### src/design/rfdm_pkg.sv
`default_nettype none
// ----------------------------------------------------------------------------
// rfdm_pkg: shared definitions for the RGBA frame difference metrics block
// Holds the field widths, limits, register indexes, controller states and
// the command, status and result structures.
// ----------------------------------------------------------------------------
package rfdm_pkg;

    localparam int MAX_WIDTH  = 4096;
    localparam int MAX_HEIGHT = 4096;

    localparam int DIM_W     = 13;
    localparam int POS_W     = 12;
    localparam int CNT_W     = 25;
    localparam int SUM_W     = 35;
    localparam int PIX_W     = 25;
    localparam int DIV_NUM_W = 41;
    localparam int QUOT_W    = 17;
    localparam int DIV_STEPS = DIV_NUM_W;
    localparam int STEP_W    = $clog2(DIV_STEPS);
    localparam int CFG_IDX_W = 2;

    localparam logic [QUOT_W-1:0] MEAN_MAX  = QUOT_W'(65280);
    localparam logic [QUOT_W-1:0] RATIO_MAX = QUOT_W'(65536);

    localparam logic [CFG_IDX_W-1:0] CFG_FRAME_WIDTH  = 2'd0;
    localparam logic [CFG_IDX_W-1:0] CFG_FRAME_HEIGHT = 2'd1;
    localparam logic [CFG_IDX_W-1:0] CFG_THRESHOLD    = 2'd2;

    typedef enum logic [2:0] {
        ST_RUN,
        ST_MUL,
        ST_START,
        ST_DIV,
        ST_SUM
    } t_state;

    typedef struct packed {
        logic pix_take;
        logic mul_go;
        logic div_start;
        logic sum_load;
    } t_dp_cmd;

    typedef struct packed {
        logic frame_end;
        logic dim_err;
        logic div_busy;
    } t_dp_sts;

    typedef struct packed {
        logic                 frame_summary;
        logic                 dimension_error;
        logic [31:0]          diff_rgba;
        logic [7:0]           heat_level;
        logic [CNT_W-1:0]     changed_count;
        logic [POS_W-1:0]     box_min_x;
        logic [POS_W-1:0]     box_min_y;
        logic [POS_W-1:0]     box_max_x;
        logic [POS_W-1:0]     box_max_y;
        logic                 has_changes;
        logic [15:0]          mean_abs_error_q8;
        logic [QUOT_W-1:0]    changed_ratio_q16;
    } t_out_item;

endpackage
`default_nettype wire

### src/design/rfdm_in_if.sv
`default_nettype none
// ----------------------------------------------------------------------------
// rfdm_in_if: pixel pair input channel
// Carries valid, ready and one expected and one actual RGBA pixel.
// ----------------------------------------------------------------------------
interface rfdm_in_if;
    logic        valid;
    logic        ready;
    logic [31:0] expected_pixel;
    logic [31:0] actual_pixel;

    modport source (output valid, output expected_pixel, output actual_pixel, input ready);
    modport sink (input valid, input expected_pixel, input actual_pixel, output ready);
endinterface
`default_nettype wire

### src/design/rfdm_out_if.sv
`default_nettype none
// ----------------------------------------------------------------------------
// rfdm_out_if: result output channel
// Carries valid, ready and the fields of one pixel or summary result.
// ----------------------------------------------------------------------------
interface rfdm_out_if;
    import rfdm_pkg::*;
    logic              valid;
    logic              ready;
    logic              frame_summary;
    logic              dimension_error;
    logic [31:0]       diff_rgba;
    logic [7:0]        heat_level;
    logic [CNT_W-1:0]  changed_count;
    logic [POS_W-1:0]  box_min_x;
    logic [POS_W-1:0]  box_min_y;
    logic [POS_W-1:0]  box_max_x;
    logic [POS_W-1:0]  box_max_y;
    logic              has_changes;
    logic [15:0]       mean_abs_error_q8;
    logic [QUOT_W-1:0] changed_ratio_q16;

    modport source (
        output valid, output frame_summary, output dimension_error, output diff_rgba,
        output heat_level, output changed_count, output box_min_x, output box_min_y,
        output box_max_x, output box_max_y, output has_changes,
        output mean_abs_error_q8, output changed_ratio_q16, input ready
    );
    modport sink (
        input valid, input frame_summary, input dimension_error, input diff_rgba,
        input heat_level, input changed_count, input box_min_x, input box_min_y,
        input box_max_x, input box_max_y, input has_changes,
        input mean_abs_error_q8, input changed_ratio_q16, output ready
    );
endinterface
`default_nettype wire

### src/design/rfdm_div.sv
`default_nettype none
// ----------------------------------------------------------------------------
// rfdm_div: restoring divider, one quotient bit per cycle
// Divides a 41-bit numerator by a nonzero 25-bit divisor and
// keeps the low 17 quotient bits plus a sticky flag for any higher bit.
// ----------------------------------------------------------------------------
module rfdm_div import rfdm_pkg::*; (
    input  wire logic                 i_clk,
    input  wire logic                 i_rst_n,
    input  wire logic                 i_start,
    input  wire logic [DIV_NUM_W-1:0] i_num,
    input  wire logic [PIX_W-1:0]     i_den,
    output logic                      o_busy,
    output logic [QUOT_W-1:0]         o_quot,
    output logic                      o_ovf
);

    logic                 r_busy;
    logic [STEP_W-1:0]    r_step;
    logic [DIV_NUM_W-1:0] r_num;
    logic [PIX_W-1:0]     r_den;
    logic [PIX_W-1:0]     r_rem;
    logic [QUOT_W-1:0]    r_quot;
    logic                 r_ovf;

    logic [PIX_W:0]       n_trial;
    logic [PIX_W:0]       n_diff;
    logic                 n_ge;
    logic [PIX_W-1:0]     n_rem;

    always_comb begin
        n_trial = {r_rem, r_num[DIV_NUM_W-1]};
        n_diff  = n_trial - {1'b0, r_den};
        n_ge    = n_trial >= {1'b0, r_den};
        n_rem   = n_ge ? n_diff[PIX_W-1:0] : n_trial[PIX_W-1:0];
    end

    always_ff @(posedge i_clk) begin
        if (!i_rst_n) begin
            r_busy <= 1'b0;
            r_step <= '0;
        end else if (i_start) begin
            r_busy <= 1'b1;
            r_step <= '0;
        end else if (r_busy) begin
            r_step <= r_step + STEP_W'(1);
            if (r_step == STEP_W'(DIV_STEPS - 1)) begin
                r_busy <= 1'b0;
            end
        end
    end

    always_ff @(posedge i_clk) begin
        if (i_start) begin
            r_num  <= i_num;
            r_den  <= i_den;
            r_rem  <= '0;
            r_quot <= '0;
            r_ovf  <= 1'b0;
        end else if (r_busy) begin
            r_num  <= {r_num[DIV_NUM_W-2:0], 1'b0};
            r_rem  <= n_rem;
            r_quot <= {r_quot[QUOT_W-2:0], n_ge};
            r_ovf  <= r_ovf | r_quot[QUOT_W-1];
        end
    end

    assign o_busy = r_busy;
    assign o_quot = r_quot;
    assign o_ovf  = r_ovf;

endmodule
`default_nettype wire

### src/design/rfdm_datapath.sv
`default_nettype none
// ----------------------------------------------------------------------------
// rfdm_datapath: configuration, per-pixel arithmetic and frame statistics
// Holds the registers, the running frame state, the pixel count multiplier,
// the two end-of-frame dividers and the output result register.
// ----------------------------------------------------------------------------
module rfdm_datapath import rfdm_pkg::*; (
    input  wire logic                 i_clk,
    input  wire logic                 i_rst_n,
    input  wire logic                 i_cfg_we,
    input  wire logic [CFG_IDX_W-1:0] i_cfg_index,
    input  wire logic [DIM_W-1:0]     i_cfg_data,
    input  wire logic [31:0]          i_expected_pixel,
    input  wire logic [31:0]          i_actual_pixel,
    input  wire t_dp_cmd              i_cmd,
    output t_dp_sts                   o_sts,
    output t_out_item                 o_item
);

    logic [DIM_W-1:0]  r_cfg_width;
    logic [DIM_W-1:0]  r_cfg_height;
    logic [7:0]        r_cfg_thr;

    logic [POS_W-1:0]  r_col;
    logic [POS_W-1:0]  r_row;
    logic [CNT_W-1:0]  r_changed;
    logic [POS_W-1:0]  r_min_x;
    logic [POS_W-1:0]  r_min_y;
    logic [POS_W-1:0]  r_max_x;
    logic [POS_W-1:0]  r_max_y;
    logic              r_any;
    logic [7:0]        r_fmax;
    logic [SUM_W-1:0]  r_sum;
    logic [PIX_W-1:0]  r_pixels;
    t_out_item         r_item;

    logic [POS_W-1:0]  n_col;
    logic [POS_W-1:0]  n_row;
    logic [CNT_W-1:0]  n_changed;
    logic [POS_W-1:0]  n_min_x;
    logic [POS_W-1:0]  n_min_y;
    logic [POS_W-1:0]  n_max_x;
    logic [POS_W-1:0]  n_max_y;
    logic              n_any;
    logic [7:0]        n_fmax;
    logic [SUM_W-1:0]  n_sum;
    t_out_item         n_item;

    logic [DIM_W-1:0]  w_eff;
    logic [DIM_W-1:0]  h_eff;
    logic [7:0]        delta [4];
    logic [7:0]        pmax;
    logic [9:0]        psum;
    logic              changed;
    logic              row_end;
    logic              frame_end;
    logic              dim_err;
    logic [PIX_W-1:0]  product;

    logic              mean_busy;
    logic              ratio_busy;
    logic [QUOT_W-1:0] mean_quot;
    logic [QUOT_W-1:0] ratio_quot;
    logic              mean_ovf;
    logic              ratio_ovf;

    always_ff @(posedge i_clk) begin
        if (!i_rst_n) begin
            r_cfg_width  <= DIM_W'(1);
            r_cfg_height <= DIM_W'(1);
            r_cfg_thr    <= '0;
        end else if (i_cfg_we) begin
            case (i_cfg_index)
                CFG_FRAME_WIDTH:  r_cfg_width  <= i_cfg_data;
                CFG_FRAME_HEIGHT: r_cfg_height <= i_cfg_data;
                CFG_THRESHOLD:    r_cfg_thr    <= i_cfg_data[7:0];
                default: ;
            endcase
        end
    end

    always_comb begin
        w_eff = (r_cfg_width > DIM_W'(MAX_WIDTH)) ? DIM_W'(MAX_WIDTH) : r_cfg_width;
        h_eff = (r_cfg_height > DIM_W'(MAX_HEIGHT)) ? DIM_W'(MAX_HEIGHT) : r_cfg_height;
        dim_err = (w_eff == '0) || (h_eff == '0);
        row_end = ({1'b0, r_col} + DIM_W'(1)) >= w_eff;
        frame_end = row_end && (({1'b0, r_row} + DIM_W'(1)) >= h_eff);
        product = PIX_W'(w_eff) * PIX_W'(h_eff);

        for (int c = 0; c < 4; c++) begin
            delta[c] = (i_expected_pixel[8*c +: 8] > i_actual_pixel[8*c +: 8])
                     ? i_expected_pixel[8*c +: 8] - i_actual_pixel[8*c +: 8]
                     : i_actual_pixel[8*c +: 8] - i_expected_pixel[8*c +: 8];
        end
        pmax = delta[0];
        for (int c = 1; c < 4; c++) begin
            if (delta[c] > pmax) begin
                pmax = delta[c];
            end
        end
        psum = 10'(delta[0]) + 10'(delta[1]) + 10'(delta[2]) + 10'(delta[3]);
        changed = pmax > r_cfg_thr;
    end

    always_comb begin
        n_col     = r_col;
        n_row     = r_row;
        n_changed = r_changed;
        n_min_x   = r_min_x;
        n_min_y   = r_min_y;
        n_max_x   = r_max_x;
        n_max_y   = r_max_y;
        n_any     = r_any;
        n_fmax    = r_fmax;
        n_sum     = r_sum;
        n_item    = r_item;

        if (i_cmd.pix_take) begin
            n_item = '0;
            if (dim_err) begin
                n_item.frame_summary   = 1'b1;
                n_item.dimension_error = 1'b1;
            end else begin
                n_item.diff_rgba = {delta[3], delta[2], delta[1], delta[0]};
                n_sum = r_sum + SUM_W'(psum);
                if (pmax > r_fmax) begin
                    n_fmax = pmax;
                end
                if (changed) begin
                    n_item.heat_level = pmax;
                    n_changed = r_changed + CNT_W'(1);
                    if (!r_any) begin
                        n_min_x = r_col;
                        n_max_x = r_col;
                        n_min_y = r_row;
                        n_max_y = r_row;
                        n_any   = 1'b1;
                    end else begin
                        if (r_col < r_min_x) n_min_x = r_col;
                        if (r_row < r_min_y) n_min_y = r_row;
                        if (r_col > r_max_x) n_max_x = r_col;
                        if (r_row > r_max_y) n_max_y = r_row;
                    end
                end
                if (!row_end) begin
                    n_col = r_col + POS_W'(1);
                end else begin
                    n_col = '0;
                    if (!frame_end) begin
                        n_row = r_row + POS_W'(1);
                    end
                end
            end
        end else if (i_cmd.sum_load) begin
            n_item = '0;
            n_item.frame_summary = 1'b1;
            n_item.heat_level    = r_fmax;
            n_item.changed_count = r_changed;
            if (r_any) begin
                n_item.box_min_x   = r_min_x;
                n_item.box_min_y   = r_min_y;
                n_item.box_max_x   = r_max_x;
                n_item.box_max_y   = r_max_y;
                n_item.has_changes = 1'b1;
            end
            n_item.mean_abs_error_q8 = (mean_ovf || (mean_quot > MEAN_MAX))
                                     ? MEAN_MAX[15:0] : mean_quot[15:0];
            n_item.changed_ratio_q16 = (ratio_ovf || (ratio_quot > RATIO_MAX))
                                     ? RATIO_MAX : ratio_quot;
            n_col     = '0;
            n_row     = '0;
            n_changed = '0;
            n_min_x   = '0;
            n_min_y   = '0;
            n_max_x   = '0;
            n_max_y   = '0;
            n_any     = 1'b0;
            n_fmax    = '0;
            n_sum     = '0;
        end
    end

    always_ff @(posedge i_clk) begin
        if (!i_rst_n) begin
            r_col     <= '0;
            r_row     <= '0;
            r_changed <= '0;
            r_min_x   <= '0;
            r_min_y   <= '0;
            r_max_x   <= '0;
            r_max_y   <= '0;
            r_any     <= 1'b0;
            r_fmax    <= '0;
            r_sum     <= '0;
        end else begin
            r_col     <= n_col;
            r_row     <= n_row;
            r_changed <= n_changed;
            r_min_x   <= n_min_x;
            r_min_y   <= n_min_y;
            r_max_x   <= n_max_x;
            r_max_y   <= n_max_y;
            r_any     <= n_any;
            r_fmax    <= n_fmax;
            r_sum     <= n_sum;
        end
    end

    always_ff @(posedge i_clk) begin
        r_item <= n_item;
        if (i_cmd.mul_go) begin
            r_pixels <= product;
        end
    end

    rfdm_div u_mean_div (
        .i_clk   (i_clk),
        .i_rst_n (i_rst_n),
        .i_start (i_cmd.div_start),
        .i_num   ({r_sum, 6'b0}),
        .i_den   (r_pixels),
        .o_busy  (mean_busy),
        .o_quot  (mean_quot),
        .o_ovf   (mean_ovf)
    );

    rfdm_div u_ratio_div (
        .i_clk   (i_clk),
        .i_rst_n (i_rst_n),
        .i_start (i_cmd.div_start),
        .i_num   ({r_changed, 16'b0}),
        .i_den   (r_pixels),
        .o_busy  (ratio_busy),
        .o_quot  (ratio_quot),
        .o_ovf   (ratio_ovf)
    );

    always_comb begin
        o_sts.frame_end = frame_end;
        o_sts.dim_err   = dim_err;
        o_sts.div_busy  = mean_busy | ratio_busy;
    end

    assign o_item = r_item;

endmodule
`default_nettype wire

### src/design/rfdm_ctrl.sv
`default_nettype none
// ----------------------------------------------------------------------------
// rfdm_ctrl: sequencing controller
// Runs the input and output handshakes, steps the datapath per pixel and
// sequences the pixel count product, the divisions and the summary result.
// ----------------------------------------------------------------------------
module rfdm_ctrl import rfdm_pkg::*; (
    input  wire logic    i_clk,
    input  wire logic    i_rst_n,
    input  wire logic    i_in_valid,
    output logic         o_in_ready,
    output logic         o_out_valid,
    input  wire logic    i_out_ready,
    input  wire t_dp_sts i_sts,
    output t_dp_cmd      o_cmd
);

    t_state r_state;
    t_state n_state;
    logic   r_out_valid;
    logic   n_out_valid;
    logic   out_free;

    always_ff @(posedge i_clk) begin
        if (!i_rst_n) begin
            r_state     <= ST_RUN;
            r_out_valid <= 1'b0;
        end else begin
            r_state     <= n_state;
            r_out_valid <= n_out_valid;
        end
    end

    always_comb begin
        out_free   = !r_out_valid || i_out_ready;
        n_state    = r_state;
        o_cmd      = '0;
        o_in_ready = 1'b0;
        case (r_state)
            ST_RUN: begin
                o_in_ready = out_free;
                if (i_in_valid && out_free) begin
                    o_cmd.pix_take = 1'b1;
                    if (!i_sts.dim_err && i_sts.frame_end) begin
                        n_state = ST_MUL;
                    end
                end
            end
            ST_MUL: begin
                o_cmd.mul_go = 1'b1;
                n_state = ST_START;
            end
            ST_START: begin
                o_cmd.div_start = 1'b1;
                n_state = ST_DIV;
            end
            ST_DIV: begin
                if (!i_sts.div_busy) begin
                    n_state = ST_SUM;
                end
            end
            ST_SUM: begin
                if (out_free) begin
                    o_cmd.sum_load = 1'b1;
                    n_state = ST_RUN;
                end
            end
            default: begin
                n_state = ST_RUN;
            end
        endcase

        if (o_cmd.pix_take || o_cmd.sum_load) begin
            n_out_valid = 1'b1;
        end else if (r_out_valid && i_out_ready) begin
            n_out_valid = 1'b0;
        end else begin
            n_out_valid = r_out_valid;
        end
    end

    assign o_out_valid = r_out_valid;

`ifndef SYNTH
    a_load_into_free: assert property (@(posedge i_clk) disable iff (!i_rst_n)
        (o_cmd.pix_take || o_cmd.sum_load) |-> (!r_out_valid || i_out_ready))
        else $error("Result register loaded while holding an untaken result.");

    a_mul_after_last_pixel: assert property (@(posedge i_clk) disable iff (!i_rst_n)
        (r_state == ST_MUL) |-> $past(o_cmd.pix_take))
        else $error("Summary sequence started without an accepted last pixel.");

    a_div_before_summary: assert property (@(posedge i_clk) disable iff (!i_rst_n)
        o_cmd.div_start |=> i_sts.div_busy)
        else $error("Dividers did not start.");

    a_summary_after_div: assert property (@(posedge i_clk) disable iff (!i_rst_n)
        (r_state == ST_SUM) |-> !i_sts.div_busy)
        else $error("Summary taken while the dividers are still running.");
`endif

endmodule
`default_nettype wire

### src/design/rgba_frame_diff_metrics.sv
`default_nettype none
// ----------------------------------------------------------------------------
// rgba_frame_diff_metrics: per-pixel RGBA difference and frame statistics
// Compares expected and actual RGBA pixels in raster order and reports the
// per-channel absolute differences, a thresholded heat level and, after the
// last pixel of each frame, a summary with the changed bounding box, counts,
// mean absolute error and changed ratio.
// ----------------------------------------------------------------------------
// Within a frame the block accepts one pixel per cycle while the output keeps
// up and returns one pixel result for each; a new pixel is taken in the
// same cycle that the previous result leaves the output register. After the
// last pixel of a frame the input stalls, plus any output backpressure, while
// the controller forms the width times height product, starts the dividers,
// waits for the two restoring dividers that produce one quotient bit per
// cycle to finish, and loads the summary result. With a zero width or height
// every pixel yields one error result and the frame statistics do not move.
module rgba_frame_diff_metrics import rfdm_pkg::*; (
    input  wire logic                 i_clk,
    input  wire logic                 i_rst_n,
    input  wire logic                 i_cfg_we,
    input  wire logic [CFG_IDX_W-1:0] i_cfg_index,
    input  wire logic [DIM_W-1:0]     i_cfg_data,
    rfdm_in_if.sink                   i_in,
    rfdm_out_if.source                o_out
);

    t_dp_cmd   cmd;
    t_dp_sts   sts;
    t_out_item item;

    rfdm_ctrl u_ctrl (
        .i_clk       (i_clk),
        .i_rst_n     (i_rst_n),
        .i_in_valid  (i_in.valid),
        .o_in_ready  (i_in.ready),
        .o_out_valid (o_out.valid),
        .i_out_ready (o_out.ready),
        .i_sts       (sts),
        .o_cmd       (cmd)
    );

    rfdm_datapath u_datapath (
        .i_clk            (i_clk),
        .i_rst_n          (i_rst_n),
        .i_cfg_we         (i_cfg_we),
        .i_cfg_index      (i_cfg_index),
        .i_cfg_data       (i_cfg_data),
        .i_expected_pixel (i_in.expected_pixel),
        .i_actual_pixel   (i_in.actual_pixel),
        .i_cmd            (cmd),
        .o_sts            (sts),
        .o_item           (item)
    );

    assign o_out.frame_summary     = item.frame_summary;
    assign o_out.dimension_error   = item.dimension_error;
    assign o_out.diff_rgba         = item.diff_rgba;
    assign o_out.heat_level        = item.heat_level;
    assign o_out.changed_count     = item.changed_count;
    assign o_out.box_min_x         = item.box_min_x;
    assign o_out.box_min_y         = item.box_min_y;
    assign o_out.box_max_x         = item.box_max_x;
    assign o_out.box_max_y         = item.box_max_y;
    assign o_out.has_changes       = item.has_changes;
    assign o_out.mean_abs_error_q8 = item.mean_abs_error_q8;
    assign o_out.changed_ratio_q16 = item.changed_ratio_q16;

endmodule
`default_nettype wire

### src/flat_wrapper.sv
// flat-port wrapper written by rule: the top's interface ports become plain ports
module rgba_frame_diff_metrics_flat import rfdm_pkg::*;
  (i_clk, i_rst_n, i_cfg_we, i_cfg_index, i_cfg_data, i_in_valid, i_in_expected_pixel, i_in_actual_pixel, i_in_ready, o_out_valid, o_out_frame_summary, o_out_dimension_error, o_out_diff_rgba, o_out_heat_level, o_out_changed_count, o_out_box_min_x, o_out_box_min_y, o_out_box_max_x, o_out_box_max_y, o_out_has_changes, o_out_mean_abs_error_q8, o_out_changed_ratio_q16, o_out_ready);
  rfdm_in_if i_in_i ();
  rfdm_out_if o_out_i ();
  input  wire logic i_clk;
  input  wire logic i_rst_n;
  input  wire logic i_cfg_we;
  input  wire logic [CFG_IDX_W-1:0] i_cfg_index;
  input  wire logic [DIM_W-1:0] i_cfg_data;
  input wire logic [$bits(i_in_i.valid)-1:0] i_in_valid;
  input wire logic [$bits(i_in_i.expected_pixel)-1:0] i_in_expected_pixel;
  input wire logic [$bits(i_in_i.actual_pixel)-1:0] i_in_actual_pixel;
  output wire logic [$bits(i_in_i.ready)-1:0] i_in_ready;
  output wire logic [$bits(o_out_i.valid)-1:0] o_out_valid;
  output wire logic [$bits(o_out_i.frame_summary)-1:0] o_out_frame_summary;
  output wire logic [$bits(o_out_i.dimension_error)-1:0] o_out_dimension_error;
  output wire logic [$bits(o_out_i.diff_rgba)-1:0] o_out_diff_rgba;
  output wire logic [$bits(o_out_i.heat_level)-1:0] o_out_heat_level;
  output wire logic [$bits(o_out_i.changed_count)-1:0] o_out_changed_count;
  output wire logic [$bits(o_out_i.box_min_x)-1:0] o_out_box_min_x;
  output wire logic [$bits(o_out_i.box_min_y)-1:0] o_out_box_min_y;
  output wire logic [$bits(o_out_i.box_max_x)-1:0] o_out_box_max_x;
  output wire logic [$bits(o_out_i.box_max_y)-1:0] o_out_box_max_y;
  output wire logic [$bits(o_out_i.has_changes)-1:0] o_out_has_changes;
  output wire logic [$bits(o_out_i.mean_abs_error_q8)-1:0] o_out_mean_abs_error_q8;
  output wire logic [$bits(o_out_i.changed_ratio_q16)-1:0] o_out_changed_ratio_q16;
  input wire logic [$bits(o_out_i.ready)-1:0] o_out_ready;
  assign i_in_i.valid = i_in_valid;
  assign i_in_i.expected_pixel = i_in_expected_pixel;
  assign i_in_i.actual_pixel = i_in_actual_pixel;
  assign i_in_ready = i_in_i.ready;
  assign o_out_valid = o_out_i.valid;
  assign o_out_frame_summary = o_out_i.frame_summary;
  assign o_out_dimension_error = o_out_i.dimension_error;
  assign o_out_diff_rgba = o_out_i.diff_rgba;
  assign o_out_heat_level = o_out_i.heat_level;
  assign o_out_changed_count = o_out_i.changed_count;
  assign o_out_box_min_x = o_out_i.box_min_x;
  assign o_out_box_min_y = o_out_i.box_min_y;
  assign o_out_box_max_x = o_out_i.box_max_x;
  assign o_out_box_max_y = o_out_i.box_max_y;
  assign o_out_has_changes = o_out_i.has_changes;
  assign o_out_mean_abs_error_q8 = o_out_i.mean_abs_error_q8;
  assign o_out_changed_ratio_q16 = o_out_i.changed_ratio_q16;
  assign o_out_i.ready = o_out_ready;
  rgba_frame_diff_metrics u_core (.i_clk(i_clk), .i_rst_n(i_rst_n), .i_cfg_we(i_cfg_we), .i_cfg_index(i_cfg_index), .i_cfg_data(i_cfg_data), .i_in(i_in_i), .o_out(o_out_i));
endmodule
### config.mk
export PLATFORM = sky130hd
export DESIGN_NAME = rgba_frame_diff_metrics_flat
export DESIGN_NICKNAME = d
export VERILOG_FILES = /design/src/design/rfdm_pkg.sv /design/src/design/rfdm_in_if.sv /design/src/design/rfdm_out_if.sv /design/src/design/rfdm_div.sv /design/src/design/rfdm_datapath.sv /design/src/design/rfdm_ctrl.sv /design/src/design/rgba_frame_diff_metrics.sv /design/src/flat_wrapper.sv
export SDC_FILE = /design/constraint.sdc
export NUM_CORES = 2
export LEC_CHECK = 0
export ABC_AREA = 1
export ABC_CLOCK_PERIOD_IN_PS = 10660
export BUFFER_PORTS_ARGS = -buffer_cell sky130_fd_sc_hd__buf_2
export CORE_ASPECT_RATIO = 2
export CORE_UTILIZATION = 48
export DETAILED_ROUTE_END_ITERATION = 6
export MAX_ROUTING_LAYER = met4
export PLACE_DENSITY = 0.65
export SYNTH_ARGS = -nofsm -noshare
export SYNTH_HDL_FRONTEND = slang
export SYNTH_HIERARCHICAL = 1
export SYNTH_SLANG_ARGS = --single-unit
export TNS_END_PERCENT = 20
### constraint.sdc
create_clock -name i_clk -period 10.66 [get_ports i_clk]
set_input_delay 2.132 -clock i_clk [delete_from_list [all_inputs] [get_ports i_clk]]
set_output_delay 2.132 -clock i_clk [all_outputs]
set_load 0.01 [all_outputs]
# After elaboration in Yosys (flattened, before gate mapping)
# Cells that the tools add are included.
[classes] n_addsub=21 mul=1 div=0 magnitude_cmp=21 eq_ne=21 n_shift=0 mux=86 bitwise_logic=4 reduce_logical=32
[op_table] op="$mux 12" n=28
[op_table] op="$mux 149" n=2
[op_table] op="$mux 41" n=4
[op_table] op="$mux 25" n=6
[op_table] op="$mux 35" n=3
[op_table] op="$mux 8" n=12
[op_table] op="$gt 8x8->1" n=9
[op_table] op="$sub 8x8->8" n=8
[op_table] op="$ge 26x25->1" n=2
[op_table] op="$sub 25x25->25" n=2
[op_table] op="$mux 49" n=1
[op_table] op="$mux 40" n=1
[op_table] op="$add 35x10->35" n=1
[op_table] op="$add 12x1->13 const B" n=2
[op_table] op="$ge 13x13->1" n=2
[op_table] op="$gt 13x13->1 const B" n=2
[op_table] op="$logic_not 13->1" n=2
[op_table] op="$mux 13" n=2
[op_table] op="$add 25x1->25 const B" n=1
[op_table] op="$mul 13x13->25" n=1
[op_table] op="$add 12x1->12 const B" n=2
[op_table] op="$gt 12x12->1" n=2
[op_table] op="$lt 12x12->1" n=2
[op_table] op="$reduce_and 4->1" n=6
[op_table] op="31 further kinds" n=83
[totals] ff_bits=538 latchBits=0 ram_bits=0 romBits=0 in_bits=84 out_inout_bits=151 n_memories=0

# Logic depth before layout (Yosys ltp)
[logic_depth] ltp_word=12 mapped_depth=59 ltp_nobuf=57

# By module
# The synthesis kept the hierarchy.
[by_module_without_submodules] module="rfdm_datapath" instances=1 cells_per_inst=3261 area_each_um2=25530.7 seq_area_each_um2=7657.3
[by_module_without_submodules] module="rfdm_div at u_core.u_datapath.u_mean_div" instances=1 cells_per_inst=894 area_each_um2=6610.1 seq_area_each_um2=2982.9
[by_module_without_submodules] module="rfdm_div at u_core.u_datapath.u_ratio_div" instances=1 cells_per_inst=883 area_each_um2=6586.3 seq_area_each_um2=2982.9
[by_module_without_submodules] module="rfdm_ctrl" instances=1 cells_per_inst=48 area_each_um2=269.0 seq_area_each_um2=80.1

# Worst setup path before layout
# Ideal clock, no wire load.
[synth_path] path_type="input -> register" start="input port i_in_expected_pixel[8]" end="register u_core.u_datapath.r_max_x[10]" setup_ns=0.128 t_arrival_ns=9.261 required_time_ns=10.532 setup_slack_ns=1.271 path_stages=50 path_cell_list="inv_1 ha_1 inv_1 fa_1 nand2_1 nand2_1 nand3_1 nand2_2 nand2_2 buf_6 o21ai_1 nand3_1 nand2_1 or2_1 nand2_1 inv_1 ha_1 a21oi_1 [14 not listed] nand2_1 inv_1 a32oi_1 inv_1 nand3_1 and2_1 ha_1 a21oi_1 nor2_1 a211oi_1 a21oi_1 inv_1 nor2_4 nor2_2 inv_2 nand2_2 clkbuf_1 a21oi_1"
[synth_between] elab_chain_cells=11
[synth_lines] item="start, declared" line="flat_wrapper.sv:12" source="input wire logic [$bits(i_in_i.expected_pixel)-1:0] i_in_expected_pixel;"
[synth_lines] item="$sub 8x8->8 (tied with other cells)" line="rfdm_datapath.sv:93" source=": i_actual_pixel[8*c +: 8] - i_expected_pixel[8*c +: 8];"
[synth_lines] item="$mux 8 (*)" line="rfdm_datapath.sv:92" source="? i_expected_pixel[8*c +: 8] - i_actual_pixel[8*c +: 8]"
[synth_lines] item="$gt 8x8->1" line="rfdm_datapath.sv:97" source="if (delta[c] > pmax) begin"
[synth_lines] item="$mux 8 (*)" line="rfdm_datapath.sv:97"
[synth_lines] item="$gt 8x8->1" line="rfdm_datapath.sv:97"
[synth_lines] item="$mux 8 (*)" line="rfdm_datapath.sv:97"
[synth_lines] item="$gt 8x8->1" line="rfdm_datapath.sv:97"
[synth_lines] item="$mux 8 (*)" line="rfdm_datapath.sv:97"
[synth_lines] item="$gt 8x8->1 (*)" line="rfdm_datapath.sv:102" source="changed = pmax > r_cfg_thr;"
[synth_lines] item="$ne 2x2->1 (no line) (*)"
[synth_lines] item="$reduce_and 4->1 (no line) (*)"
[synth_lines] item="end signal, assigned" line="rfdm_datapath.sv:201" source="r_max_x <= n_max_x;"
[synth_lines] item="end, declared" line="rfdm_datapath.sv:29" source="logic [POS_W-1:0] r_max_x;"
# Mark *: on every way between the ends. The rest lies on a longest branch, timed or not.
# A chain may end at the register's enable or synchronous reset.

# Worst setup path after layout
[layout_path] start="input port i_in_expected_pixel[8]" end="register u_core.u_datapath.r_max_y[3]"
[layout_between] elab_chain_cells=11
[layout_lines] item="$sub 8x8->8 (tied with other cells)" line="rfdm_datapath.sv:93"
[layout_lines] item="$mux 8 (*)" line="rfdm_datapath.sv:92"
[layout_lines] item="$gt 8x8->1" line="rfdm_datapath.sv:97"
[layout_lines] item="$mux 8 (*)" line="rfdm_datapath.sv:97"
[layout_lines] item="$gt 8x8->1" line="rfdm_datapath.sv:97"
[layout_lines] item="$mux 8 (*)" line="rfdm_datapath.sv:97"
[layout_lines] item="$gt 8x8->1" line="rfdm_datapath.sv:97"
[layout_lines] item="$mux 8 (*)" line="rfdm_datapath.sv:97"
[layout_lines] item="$gt 8x8->1 (*)" line="rfdm_datapath.sv:102"
[layout_lines] item="$ne 2x2->1 (no line) (*)"
[layout_lines] item="$reduce_and 4->1 (no line) (*)"
[layout_lines] item="end signal, assigned" line="rfdm_datapath.sv:202" source="r_max_y <= n_max_y;"
[layout_lines] item="end, declared" line="rfdm_datapath.sv:30" source="logic [POS_W-1:0] r_max_y;"
# Marks and branches as above.

==> results_dict.tcl <==
set metrics [dict create \
    numCtsBuffers 54 \
    final.setup.worst_slack_ns 0.8788 \
    drt_iter0_markers 1947 \
    setup.worst_path.end "u_core/u_datapath/r_max_y[3]$_SDFFE_PN0P_" \
    cp_max_fo 24 \
    async_flop_share_pct 0 \
    status "finished clean" \
    slew-limit-headroom_pct 24.57 \
    cts_setup_buffers 0 \
    start_util_pct 48.52 \
    crit_start "i_in_expected_pixel[8]" \
    grt_antenna_before_repair 1 \
    synthFlopType "dfxtp_1" \
    setup_tns_ns 0 \
    vias 34062 \
    cp-end-kind "flip-flop" \
    startpoint_type "input port" \
    worstMarginPinSlew_ns 1.131 \
    fmaxAchievable_ghz 0.1022 \
    synth_edf_count 199 \
    cp.arrival_ns 10.29 \
    r2r_start "u_core/u_datapath/r_cfg_height[9]$_SDFFE_PN0P_" \
    fin_cells 6378 \
    synth-seq-cells 585 \
    rows 147 \
    dp.cells 6274 \
    die_area_sq_um 82450 \
    grtUsageTotal_pct 29.20 \
    worst_hold_path_type "flip-flop to flip-flop" \
    firstDrtPassIters 5 \
    grt_pass1_wl_um 181200 \
    ir_worst_vdd_mv 0.1853 \
    gr-total-overflow 0 \
    first_global_vias 33845 \
    yosysSeqAreaShare_pct 35.14 \
    path_class "input port to flip-flop" \
    ys.warnings.count 6 \
    finClkSkew_ns 0.02269 \
    cts_sinks 585 \
    rr_worst_depth 26 \
    wire_per_inst_um 18.28 \
    rsz0062_at_grt "no" \
    synth_cells 5086 \
    hold_buffers 0 \
    cap_viol_max_count 0 \
    ctsHtreeMaxLevel 2 \
    synth_area_per_cell_sq_um 7.667 \
    worstPathRequired_ns 11.17 \
    place_ws_ns 0.3413 \
    port-buffer-count 234 \
    critPathSlowestCell "fa_1" \
    die_h_um 405.1 \
    gp_congestion 0.9880 \
    post_cts_resized 0 \
    layout_commonest_cell "nand2_1" \
    power.density_nw_per_um2 237.5 \
    cts_buffer_depth 3 \
    grt_max_degree 154 \
    cts.reportedPaths.clkPinSlew_ns 0.07 \
    clock_latency_ns 0.64 \
    route.detailed.drc 0 \
    drv_slew 0 \
    leakage_nw 21.02 \
    rr_endpoint "u_core/u_datapath/r_pixels[24]$_DFFE_PP_" \
    ys_types 66 \
    hp-start "u_core/u_datapath/o_item[27]$_SDFFE_PP0P_" \
    cts_tree "built" \
    setup_viol 0 \
    ant_nets 0 \
    io_pins 235 \
    final_cell_mix "nand2_1, inv_1, dfxtp_1, nor2_1" \
    fin_crit_ns 9.781 \
    post-route-period-util_pct 91.76 \
    slowest_delay_ns 0.42 \
    drive_above_1_share_pct 9.265 \
    hold_viol 0 \
    root_buffer "clkbuf_16" \
    core_area_sq_um 80380 \
    utilization_pct 53.60 \
    die_w_um 203.5 \
    whs_ns 0.4480 \
    final_nets 5834 \
    syn_to_final_growth_pct 10.47 \
    nFillCells 7946 \
    hpwl_um 90850 \
    totalWireLength_um 116600 \
    via_per_inst 5.341 \
    rrSetupSlack_ns 3.08 \
    netlist_area_sq_um 39000 \
]
-- cells by family after synthesis --
kind of cell,Yosys count,share of synthesized area [%]
buffers and inverters,1031,10.32
XOR/XNOR,92,2.066
AO/OA/AOI/OAI,745,10.66
flip-flops,585,35.14
AND/OR/NAND/NOR,2167,23.95
other,1,0.009616
multiplexers,2,0.05134
adder cells (fa/ha/maj),463,17.80
-- flip-flops by register name, summed over array words and instances (netlist names), 13 cells and up --
register,count
u_core/u_datapath/u_ratio_div/r_num,41
u_core/u_datapath/r_cfg_height,13
u_core/u_datapath/r_pixels,25
u_core/u_datapath/u_ratio_div/r_rem,25
u_core/u_datapath/r_sum,35
u_core/u_datapath/u_mean_div/r_rem,25
u_core/u_datapath/o_item,149
u_core/u_datapath/r_cfg_width,13
u_core/u_datapath/u_mean_div/r_num,41
u_core/u_datapath/r_changed,25
u_core/u_datapath/u_mean_div/r_den,25
u_core/u_datapath/u_ratio_div/r_den,25
u_core/u_datapath/u_mean_div/o_quot,17
u_core/u_datapath/u_ratio_div/o_quot,17
-- critical path: cells and delay by family --
| kind | cells | cell delay [ns] |
|---|---|---|
| AND/OR/NAND/NOR | 23 | 2.96 |
| AO/OA/AOI/OAI | 11 | 1.91 |
| adder cells (fa/ha/maj) | 6 | 1.74 |
| buffers and inverters | 10 | 1.19 |
| XOR/XNOR | 1 | 0.35 |
-- per-layer routing --
layer  GRT usage (%)  wire length, um
met3           3.210             4740
met5               -                0
met1           29.02            42190
met2           54.45            62370
met4           16.81             7258
-- through the flow --
stage               instance area, sq um  total power [mW]
finish                             43080             10.23
global route                       43070             11.04
CTS                                43070             10.27
detailed placement                 41210             8.176
global placement                   41210             8.090
floorplan                          39080             6.641
-- worst min path at each step --
stage | end | slack (ns) | depth (start not counted)
after global placement | u_core/u_datapath/o_item[33]$_SDFFE_PP0P_ | 0.44 | 2
after global routing | u_core/u_datapath/u_mean_div/r_den[2]$_DFFE_PP_ | 0.46 | 0
after floorplan | u_core/u_datapath/u_mean_div/r_den[0]$_DFFE_PP_ | 0.42 | 0
final | u_core/u_datapath/o_item[27]$_SDFFE_PP0P_ | 0.45 | 2
after detailed placement | u_core/u_datapath/o_item[27]$_SDFFE_PP0P_ | 0.44 | 2
after CTS | u_core/u_datapath/o_item[27]$_SDFFE_PP0P_ | 0.45 | 2
-- where the power goes --
part           total, mW  switching, mW  internal, mW  leakage [nW]
clock network       2.06          0.906          1.15         0.910
logic               4.94           3.25          1.69          15.1
registers           3.23          0.312          2.91          5.00
-- synth_stat cells, drive strengths merged, types with 3 or more instances --
library cell / number / share of area, %
o21a: 7 / 0.13
buf: 54 / 0.92
a211oi: 33 / 0.64
fa: 153 / 7.9
nor2: 402 / 4.2
or2: 19 / 0.30
a32o: 24 / 0.62
a31oi: 7 / 0.11
o21ai: 282 / 3.6
nand2: 1305 / 13
nor4: 22 / 0.35
inv: 867 / 8.3
dfxtp: 386 / 20
clkinv: 9 / 0.087
o211ai: 6 / 0.12
a21o: 8 / 0.15
ha: 310 / 9.9
nand3: 239 / 3.2
xor2: 69 / 1.5
nor3b: 6 / 0.12
o31ai: 4 / 0.077
nor3: 48 / 0.67
edfxtp: 199 / 15
a21boi: 3 / 0.058
clkbuf: 101 / 0.97
a21oi: 312 / 4.0
xnor2: 23 / 0.52
and2: 19 / 0.30
o311ai: 3 / 0.067
o221ai: 6 / 0.13
o22ai: 29 / 0.47
nand4: 97 / 1.6
and3: 3 / 0.051
o21bai: 10 / 0.19
a22o: 3 / 0.067
nand3b: 7 / 0.14
-- final cells by class --
| cell class | instances | area [sq um] | share of cell area [%] |
|---|---|---|---|
| multi-input combinational | 3491 | 21370 | 49.60 |
| sequential | 585 | 13700 | 31.81 |
| inverter | 876 | 3288 | 7.633 |
| timing repair buffer | 279 | 1546 | 3.590 |
| clock buffer | 72 | 1511 | 3.509 |
| tap | 1043 | 1305 | 3.029 |
| clock inverter | 29 | 347.8 | 0.8074 |
| antenna | 3 | 7.507 | 0.01743 |
Note: power is estimated with default switching activity, not from simulation.
